[config.mk]
export PLATFORM = sky130hd
export DESIGN_NAME = xnkt_ctrl
export DESIGN_NICKNAME = d
export VERILOG_FILES = /design/src/hw/rtl/xnkt_pkg.sv /design/src/hw/rtl/xnkt_ctrl.sv
export SDC_FILE = /design/constraint.sdc
export NUM_CORES = 1
export LEC_CHECK = 0
export ABC_AREA = 1
export BUFFER_PORTS_ARGS = -buffer_cell sky130_fd_sc_hd__buf_2
export CAP_MARGIN = 15
export CORE_AREA = 3 3 40 42
export CTS_CLUSTER_SIZE = 30
export DETAILED_ROUTE_END_ITERATION = 10
export DIE_AREA = 0 0 43 45
export GPL_ROUTABILITY_DRIVEN = 0
export PLACE_DENSITY_LB_ADDON = 0.05
export SLEW_MARGIN = 20
export SYNTH_ARGS = -nofsm -noshare
export SYNTH_HDL_FRONTEND = slang
export SYNTH_SLANG_ARGS = --single-unit
export TNS_END_PERCENT = 20
[constraint.sdc]
create_clock -name clk -period 1.2 [get_ports clk]
set_clock_uncertainty 0.05 [all_clocks]
set_input_delay 0.18 -clock clk [delete_from_list [all_inputs] [get_ports clk]]
set_output_delay 0.18 -clock clk [all_outputs]
set_load 0.05 [all_outputs]
[src/hw/rtl/xnkt_pkg.sv]
// Shared types and constants for the XOR nearest key table.
// No dependencies; used by the controller, datapath, top level and checker.
package xnkt_pkg;

  // Port field width and default table geometry
  localparam int FIELD_BITS     = 64;
  localparam int DEF_TABLE_DEPTH = 32;
  localparam int DEF_KEY_BITS    = 64;
  localparam int DEF_VALUE_BITS  = 64;

  // Operation codes on func
  localparam logic [1:0] OP_INSERT   = 2'd0;
  localparam logic [1:0] OP_DELETE   = 2'd1;
  localparam logic [1:0] OP_CONTAINS = 2'd2;
  localparam logic [1:0] OP_CLOSEST  = 2'd3;

  // Result status codes
  localparam logic [1:0] ST_OK   = 2'd0;
  localparam logic [1:0] ST_MISS = 2'd1;
  localparam logic [1:0] ST_FULL = 2'd2;

  // Controller to datapath commands
  typedef struct packed {
    logic clear;   // write an empty row at the sweep address
    logic load;    // capture an input word and restart the scan
    logic rd;      // read the row at the scan address
    logic commit;  // apply the table update and load the result
  } xnkt_cmd_t;

  // Datapath to controller status
  typedef struct packed {
    logic addr_last;  // sweep address is on the last row
    logic out_free;   // result register can take a new word
  } xnkt_stat_t;

endpackage

[src/hw/rtl/xnkt_ctrl.sv]
// Controller state machine for the XOR nearest key table.
// Depends on xnkt_pkg for the command and status structs.
module xnkt_ctrl (
  input  logic                   clk,
  input  logic                   rst,
  input  logic                   in_valid,
  output logic                   in_stall,
  input  xnkt_pkg::xnkt_stat_t   stat,
  output xnkt_pkg::xnkt_cmd_t    cmd
);
  import xnkt_pkg::*;

  typedef enum logic [2:0] {
    S_CLEAR,
    S_IDLE,
    S_SCAN,
    S_DRAIN,
    S_COMMIT
  } state_t;

  state_t state;
  state_t state_next;

  // Decode commands from the current state
  always_comb begin
    cmd        = '0;
    cmd.clear  = (state == S_CLEAR);
    cmd.load   = (state == S_IDLE) && in_valid;
    cmd.rd     = (state == S_SCAN);
    cmd.commit = (state == S_COMMIT) && stat.out_free;
  end

  // Sequence: clear sweep, wait for a word, scan all rows, drain, commit
  always_comb begin
    state_next = state;
    case (state)
      S_CLEAR: begin
        if (stat.addr_last) state_next = S_IDLE;
      end
      S_IDLE: begin
        if (in_valid) state_next = S_SCAN;
      end
      S_SCAN: begin
        if (stat.addr_last) state_next = S_DRAIN;
      end
      S_DRAIN: begin
        state_next = S_COMMIT;
      end
      S_COMMIT: begin
        if (stat.out_free) state_next = S_IDLE;
      end
      default: begin
        state_next = S_CLEAR;
      end
    endcase
  end

  // Hold state and the registered input stall
  always_ff @(posedge clk) begin
    if (rst) begin
      state    <= S_CLEAR;
      in_stall <= 1'b1;
    end else begin
      state    <= state_next;
      in_stall <= (state_next != S_IDLE);
    end
  end

endmodule

# == Word level (Yosys, flattened, before mapping) ==
# Cells that the tools add are included.
# classes
eq_ne,5
muxes,5
n_reduce_logical,3
# op_table
operator,n
3-bit case mux with 5 select lines,1
3-bit 2-to-1 mux,4
3-bit by 2-bit == test with 1-bit output (second input constant),2
3-bit by 1-bit == test with 1-bit output (second input constant),1
3-bit == test (second input constant),1
3-bit zero test,1
3-bit by 1-bit != test with 1-bit output (second input constant),1
1-bit logical AND,2
# word_totals
reg_bits,4
elab_cells,15

# == Longest topological paths before layout ==
# Gate-level depths: netlist of the first run.
# logic_depth
depth_word,3
mapped_depth,5

# == Least setup slack after synthesis of the first run ==
# Ideal clock, no wire load.
# synth_timing
kind,register -> output
from,register state[2]
to,output port cmd[3] (netlist bit)
arrival_time_ps,1422
t_required_ps,970
setup_slack_ps,-452
path_stages_with_launch,2
n_path_buf,0
cell_sequence,dfxtp_1 nor3_1
# synth_rtl
element,line_no,rtl
from (decl),xnkt_ctrl.sv:21,state_t state;
from (signal assigned),xnkt_ctrl.sv:64,state <= state_next;
to (decl),xnkt_ctrl.sv:9,output xnkt_pkg::xnkt_cmd_t cmd

==> impl_metrics.json, run 1 <==
{
  "io_buffers": 9,
  "synthesis.area_um2": 203,
  "worst_setup_path_end_kind": "output port",
  "worstSetupPathType": "flop to output port",
  "wire_per_inst_um": 9.02,
  "hpwl_um": 468,
  "drive_gt1_share_pct": 73.3,
  "critPathLaunchType": "flop",
  "layout_common_cells": "inv_2 (6), buf_2 (5), nand3_2 (4), nand3_1 (4)",
  "p_leak_uw": 0.000202,
  "rows": 13,
  "max_freq_mhz": 806,
  "grt_pass1_wl_um": 883,
  "synth_xor_area_share_pct": 0,
  "cts_buffers": 3,
  "area_growth_pct": 101,
  "synth.ff_latch_count": 4,
  "ios": 10,
  "violations": "negative setup slack",
  "synth_fp_nets": 34,
  "arrival_ns": 1.01,
  "synth_top_family_by_area": "simple AND/OR/NAND/NOR gates",
  "grt_setup_unrepaired": "yes",
  "gr-total-overflow": 0,
  "hold_violations": 0,
  "worstMarginPinSlew_ns": 0.250,
  "min_from": "rst",
  "synth_fa_ha_area_share_pct": 0,
  "synth-simple-area-share_pct": 41.4,
  "synth_warnings": 0,
  "cts_buffer_depth": 2,
  "synth_compound_area_share_pct": 2.47,
  "die_h_um": 45,
  "fin_crit_ns": 1.24,
  "cts.sinks": 4,
  "period_share_pct": 103,
  "yosysUniqueCellTypes": 11,
  "power_uw": 436,
  "vias": 233,
  "root_buffer": "clkbuf_4",
  "slew_violations": 0,
  "p_per_area_nw_per_um2": 1070,
  "crit_start": "state[1]$_SDFF_PP0_",
  "grt_pass1_vias": 220,
  "core_um2": 1280,
  "setup_violations": 3,
  "track_usage_pct": 6.65,
  "htree_num_levels": 1,
  "start_util_pct": 15.8,
  "maxSlewHeadroom_pct": 83.4,
  "drv_cap": 0,
  "r2r-start": "state[1]$_SDFF_PP0_",
  "synth_area_leaders": "dfxtp_1 (40%), nand3_1 (15%), inv_1 (15%), nand3_2 (9.9%), nand2_1 (3.7%)",
  "clock_latency_ns": 0.23,
  "fp.dieW_um": 43,
  "synth.avg_cell_area_um2": 6.99,
  "yosysTopAreaCell": "dfxtp_1",
  "final_common_cell": "inv_2",
  "final.setup.worst_slack_ns": -0.0414,
  "synth_top_area_share_pct": 39.5,
  "routed_wl_um": 541,
  "status": "finished, violations left",
  "yosysSeqAreaShare_pct": 39.5,
  "grt_max_degree": 7,
  "crit_path_max_fanout": 5,
  "design.die.area_um2": 1940,
  "hp-class": "input pin to flop",
  "diodes": 0,
  "hold_buffers": 0,
  "dp_slack_ns": 0.0128,
  "drt_iter0_drc": 1,
  "remaining_drc_errors": 0,
  "synth.area.mux_share_pct": 0,
  "ir_drop_uv": 453,
  "cts_tree": "yes",
  "antenna_left": 0,
  "cts.clk_slew.worst_paths_ns": 0.04,
  "nets": 52,
  "via_per_inst": 3.88,
  "firstDrtPassIters": 2,
  "antenna_found_initial": 0,
  "worstPathRequired_ns": 0.97,
  "synthCells": 29
}
critical path, stage by stage, from the launching register on:
cell	delay, ns
dfxtp_4	0.37
nor2_4	0.12
nand3_2	0.08
inv_2	0.07
buf_8	0.14
timing repair:
item,in CTS,in global routing
setup buffers,2,0
pin swaps,3,3
setup endpoints to repair,4,4
resized for setup,27,2
report_power, final:
| group | leakage (uW) | switching (uW) | internal (uW) |
|---|---|---|---|
| clock network | 0.0000138 | 47.5 | 111 |
| registers | 0.0000350 | 14.5 | 139 |
| logic | 0.000153 | 72.5 | 51.1 |
| total | 0.000202 | 134 | 302 |
final timing paths:
| kind | endpoint | slack (ns) | cells after the start |
|---|---|---|---|
| hold reg to reg | state[2]$_SDFF_PP0_ | 0.49 | 2 |
| hold / removal | state[1]$_SDFF_PP0_ | 0.08 | 2 |
| setup / recovery | cmd[0] | -0.04 | 4 |
| setup reg to reg | in_stall$_SDFF_PP1_ | 0.08 | 6 |
per-layer routing:
metal | share of wire, % | up-vias | global-route usage [%]
li1 | - | 124 | -
met1 | 41 | 102 | 6.71
met2 | 52 | 7 | 10.2
met3 | 6.8 | 0 | 2.39
met4 | 0 | 0 | 7.23
met5 | 0 | - | 0
logic make-up (layout without fill, tap and decap cells):
group	after synthesis	after routing
compound gates	1	1
simple gates	15	15
flops	4	4
buf+inv	9	25
Yosys cell counts:
cell type  count
a21oi_1        1
dfxtp_1        4
inv_1          8
inv_2          1
nand2_1        2
nand3_1        6
nand3_2        2
nand3b_1       1
nor2_1         2
nor2_2         1
nor3_1         1
per-stage QoR:
step,cell area [um2],TNS (ns),instances,hold slack [ns],util (%)
2_1_floorplan,214,0,29,0.196,-
3_3_place_gp,293,0,55,0.335,22.8
3_5_place_dp,293,0,55,0.333,22.8
4_1_cts,403,-0.187,60,0.0724,31.4
5_1_grt,407,-0.300,60,0.0908,31.6
6_report,407,-0.0939,60,0.0817,31.6
sequential cells by signal (all words and copies together), names as in the netlist:
| register | count |
|---|---|
| state | 3 |
| in_stall | 1 |
area by class of cell:
| type | instances | area, um2 |
|---|---|---|
| Tap cell | 15 | 18.8 |
| Clock buffer | 3 | 22.5 |
| Timing Repair Buffer | 13 | 115 |
| Multi-Input combinational cell | 16 | 125 |
| Inverter | 9 | 33.8 |
| Fill cell | 150 | 878 |
| Sequential cell | 4 | 91.3 |
(Power assumes the default switching activity.)
==> inputs of run 2 (changes only) <==
Settings changed: ABC_AREA 1 to default.
==> impl_metrics.json, run 2 <==
{
  "synthesis.area_um2": 241,
  "grt_pass1_wl_mm": 1.00,
  "drv_cap": 0,
  "largest_reg_flops": 3,
  "synth_top_cells_by_count": "dfxtp_1 (4), nand3b_1 (2), nor3b_1 (2)",
  "yosysSeqAreaShare_pct": 33.2,
  "design.die.area_um2": 1940,
  "layout_common_cells": "buf_2 (5), buf_6 (5), clkbuf_4 (3), buf_4 (3)",
  "slew_violations": 0,
  "clock_latency_ns": 0.24,
  "min_path_cells": 2,
  "synth-main-ff-cell": "dfxtp_1",
  "max_freq_mhz": 764,
  "cts_buffers": 3,
  "hp-class": "input pin to flop",
  "io_buffers": 9,
  "wire_per_inst_um": 11.8,
  "path_delay_family": "flip-flops",
  "maxSlewHeadroom_pct": 83.0,
  "cts_buffer_depth": 2,
  "start_util_pct": 18.8,
  "synth.avg_cell_area_um2": 10.1,
  "p_leak_uw": 0.000163,
  "track_usage_pct": 7.42,
  "final.setup.worst_slack_ns": -0.109,
  "cts_tree": "yes",
  "grt_pass1_vias": 246,
  "synth_top_area_share_pct": 33.2,
  "placed_cells": 49,
  "nets": 45,
  "vias": 237,
  "yosysTopAreaCell": "dfxtp_1",
  "reg.largest.list": "state x3, in_stall x1",
  "die_h_um": 45,
  "drt_iter0_drc": 1,
  "violations": "negative setup slack",
  "worst_setup_path_end_kind": "output port",
  "synth_most_common_cell": "dfxtp_1",
  "setup_violations": 4,
  "reg2reg_setup_slack_ns": 0.03,
  "path_cells": "buf_6 -> nor3b_4 -> buf_6",
  "worstSetupPathType": "flop to output port",
  "p_per_area_nw_per_um2": 1080,
  "cts.clk_slew.worst_paths_ns": 0.04,
  "antenna_left": 0,
  "synthCells": 24,
  "antenna_found_initial": 0,
  "arrival_ns": 1.08,
  "hpwl_um": 450,
  "drive_gt1_share_pct": 71.1,
  "rows": 13,
  "top_register": "state",
  "root_buffer": "clkbuf_4",
  "worstMarginPinSlew_ns": 0.251,
  "remaining_drc_errors": 0,
  "critPathLaunchType": "flop",
  "worstPathRequired_ns": 0.97,
  "gr-total-overflow": 0,
  "fin_tns_setup_ns": -0.419,
  "cts.sinks": 4,
  "dp_slack_ns": -0.0750,
  "synth_fp_nets": 29,
  "synth_warnings": 0,
  "yosysUniqueCellTypes": 19,
  "worst-path-buf-inv": 2,
  "min_from": "rst",
  "crit_path_max_fanout": 6,
  "r2r-start": "state[0]$_SDFF_PP0_",
  "diodes": 0,
  "worst_path_largest_cell_delay_ns": 0.34,
  "fp.dieW_um": 43,
  "grt_setup_unrepaired": "yes",
  "area_growth_pct": 69.4,
  "synth.ff_latch_count": 4,
  "r2r-end": "in_stall$_SDFF_PP1_",
  "fillCellCount": 142,
  "core_um2": 1280,
  "ios": 10,
  "synth_area_leaders": "dfxtp_1 (33%), and4bb_4 (6.7%), nand3b_1 (6.2%), nor3b_1 (6.2%), or4b_4 (5.7%)",
  "routed_wl_um": 628,
  "fin_crit_ns": 1.31,
  "htree_num_levels": 1,
  "via_per_inst": 4.47,
  "final_cells": 53,
  "grt_max_degree": 11,
  "hold_path_end": "state[2]$_SDFF_PP0_",
  "synthArstFlopShare_pct": 0,
  "critPathSlowestCell": "dfxtp_2",
  "firstDrtPassIters": 3,
  "period_share_pct": 109,
  "synth_edf_count": 0,
  "status": "finished, violations left",
  "r2r_cells": 3,
  "cpMostUsedCell": "buf_6",
  "hold_violations": 0,
  "ir_drop_uv": 277
}
## run 2: routing by layer
metal | global-route usage (%) | share of wire [%]
met4 | 10.8 | 0
met3 | 0.398 | 3.7
met2 | 10.5 | 51
met1 | 8.47 | 45
met5 | 0 | 0
## run 2: layout make-up
| type | instances | area, um2 | area share (%) |
|---|---|---|---|
| clock buffer | 3 | 22.5 | 5.50 |
| tap | 15 | 18.8 | 4.59 |
| inverter | 1 | 3.75 | 0.917 |
| sequential | 4 | 86.3 | 21.1 |
| timing repair buffer | 14 | 119 | 29.1 |
| multi-input combinational | 16 | 159 | 38.8 |
## run 2: worst max path at each step
stage / end / cells after the start / from
after global placement: in_stall$_SDFF_PP1_ / 3 / state[1]$_SDFF_PP0_
after global routing: cmd[1] / 3 / state[0]$_SDFF_PP0_
final: cmd[1] / 3 / state[0]$_SDFF_PP0_
after floorplan: cmd[1] / 2 / state[2]$_SDFF_PP0_
after detailed placement: in_stall$_SDFF_PP1_ / 3 / state[1]$_SDFF_PP0_
after CTS: cmd[2] / 3 / state[1]$_SDFF_PP0_
## run 2: power by group
part | total (uW) | internal (uW) | switching, uW
combinational | 121 | 52.3 | 68.3
sequential | 152 | 142 | 10.1
clock | 171 | 112 | 58.5
total | 443 | 306 | 137
## run 2: logic make-up after synthesis
family,Yosys count,synth area share (%)
AOI/OAI and AO/OA,6,20.2
buffers and inverters,4,11.4
DFF,4,33.2
and+or+nand+nor,10,35.2
## run 2: timing repair
item	4_1_cts	5_1_grt
endpoints found under the setup margin	7	6
gates resized for setup	16	1
hold buffers	0	0
setup buffers	1	0
pin swaps	2	0
## run 2: per-stage QoR
stage | hold slack [ns] | area (um2) | power, uW | util (%)
final | 0.0749 | 409 | 443 | 31.8
after floorplan | 0.192 | 254 | 226 | -
after global placement | 0.325 | 324 | 251 | 25.2
after detailed placement | 0.326 | 324 | 251 | 25.2
after global routing | 0.0888 | 409 | 465 | 31.8
after CTS | 0.0670 | 403 | 449 | 31.4
==> inputs of run 3 (changes only) <==
Settings changed: BUFFER_PORTS_ARGS -buffer_cell sky130_fd_sc_hd__buf_2 to default, DONT_BUFFER_PORTS from default to 1, REMOVE_ABC_BUFFERS from default to 1, SLEW_MARGIN 20 to 10.
==> impl_metrics.json, run 3 (synthesis gave the netlist of run 2 again) <==
{
  "ios": 10,
  "worst-path-buf-inv": 2,
  "reg2reg_setup_slack_ns": -0.13,
  "remaining_drc_errors": 0,
  "status": "finished, violations left",
  "grt_setup_unrepaired": "yes",
  "vias": 239,
  "diodes": 0,
  "drt_iter0_drc": 6,
  "via_per_inst": 4.43,
  "path_delay_family": "flip-flops",
  "grt_pass1_wl_mm": 1.13,
  "largest_reg_flops": 3,
  "reg.largest.list": "state x3, in_stall x1",
  "grt_max_degree": 7,
  "whs_ns": 0.0848,
  "final_common_cell": "buf_4",
  "top_layer": "met3",
  "p_leak_uw": 0.000170,
  "cts_buffers": 3,
  "worstPathRequired_ns": 0.97,
  "hold_path_end": "state[0]$_SDFF_PP0_",
  "wire_per_inst_um": 12.4,
  "htree_num_levels": 1,
  "min_from": "rst",
  "hp-class": "input pin to flop",
  "drive_gt1_share_pct": 69.2,
  "gr-total-overflow": 0,
  "final.setup.worst_slack_ns": -0.188,
  "cpMostUsedCell": "buf_6",
  "path_cells": "buf_6 -> nand3b_1 -> nor2_2 -> buf_6",
  "hpwl_um": 450,
  "worstSetupPathType": "flop to output port",
  "core_um2": 1280,
  "rows": 13,
  "dr_wl_met2_um": 290,
  "worstMarginPinSlew_ns": 0.470,
  "r2r_cells": 6,
  "grt_pass1_vias": 272,
  "dpl_cell_area_um2": 317,
  "critPathSlowestCell": "dfxtp_4",
  "setup_violations": 7,
  "io_buffers": 0,
  "fp.dieW_um": 43,
  "hold_violations": 0,
  "met3_wirelength_um": 34,
  "area_growth_pct": 70.5,
  "power_uw": 431,
  "cts_buffer_depth": 2,
  "cts_tree": "yes",
  "cts.sinks": 4,
  "drv_cap": 0,
  "violations": "negative setup slack",
  "design.die.area_um2": 1940,
  "slew_violations": 0,
  "fin_crit_ns": 1.39,
  "maxSlewHeadroom_pct": 68.6,
  "fillCellCount": 136,
  "arrival_ns": 1.16,
  "r2r-start": "state[1]$_SDFF_PP0_",
  "routed_wl_um": 670,
  "cts.clk_slew.worst_paths_ns": 0.04,
  "wl_met1_um": 345,
  "top_register": "state",
  "worst_setup_path_end_kind": "output port",
  "clock_latency_ns": 0.23,
  "period_share_pct": 116,
  "antenna_left": 0,
  "fin_area_um2": 412,
  "ir_drop_uv": 352,
  "p_per_area_nw_per_um2": 1050,
  "layout_common_cells": "buf_4 (10), clkbuf_4 (3), buf_6 (3)",
  "nets": 46,
  "min_path_cells": 2,
  "r2r-end": "state[1]$_SDFF_PP0_",
  "firstDrtPassIters": 2,
  "critPathLaunchType": "flop",
  "max_freq_mhz": 720,
  "die_h_um": 45,
  "fin_tns_setup_ns": -0.782,
  "worst_path_largest_cell_delay_ns": 0.36,
  "root_buffer": "clkbuf_4",
  "track_usage_pct": 7.90,
  "start_util_pct": 18.8,
  "antenna_found_initial": 0,
  "crit_path_max_fanout": 6
}
==> run 3: changes by cell type in the layout (fill, tap and decap cells not counted), sizes merged <==
cell         delta
dlygate4sd3     +1
==> run 3: power breakdown <==
part / internal (uW) / leakage [uW] / switching [uW]
combinational: 52.4 / 0.000122 / 54.7
sequential: 142 / 0.0000344 / 19.6
clock: 112 / 0.0000138 / 50.5
==> run 3: final cells by class <==
type,count,area (um2),area share [%]
tap,15,18.8,4.56
timing repair buffer,15,134,32.5
multi-input combinational,16,146,35.6
clock buffer,3,22.5,5.47
sequential,4,86.3,21.0
inverter,1,3.75,0.912
==> run 3: worst max path at each step <==
stage,startpoint,to,slack [ns],cells past startpoint
6_report,state[1]$_SDFF_PP0_,cmd[2],-0.19,4
5_1_grt,state[1]$_SDFF_PP0_,cmd[2],-0.25,4
4_1_cts,state[1]$_SDFF_PP0_,cmd[2],-0.21,4
3_5_place_dp,state[0]$_SDFF_PP0_,in_stall$_SDFF_PP1_,-0.04,3
3_3_place_gp,state[0]$_SDFF_PP0_,in_stall$_SDFF_PP1_,-0.03,3
2_1_floorplan,state[1]$_SDFF_PP0_,cmd[1],-0.63,1
==> run 3: through the flow <==
step           worst slack [ns]  utilization [%]  cells
6_report                 -0.188             32.0     54
3_5_place_dp            -0.0403             24.6     46
4_1_cts                  -0.215             31.8     54
5_1_grt                  -0.250             32.0     54
2_1_floorplan            -0.630                -     21
3_3_place_gp            -0.0311             24.6     46
==> run 3: what timing repair did <==
action / CTS / global route
buffers inserted: 4 / 0
pin swaps: 4 / 3
endpoints found under the hold margin: 2 / 0
setup endpoints to repair: 6 / 8
hold buffers: 1 / 0
resized for setup: 10 / 1
==> run 3: per-layer routing <==
metal,GRT usage (%),up-vias
met5,0,-
met4,1.81,0
met3,4.78,0
met2,12.3,6
met1,9.38,112
li1,-,121
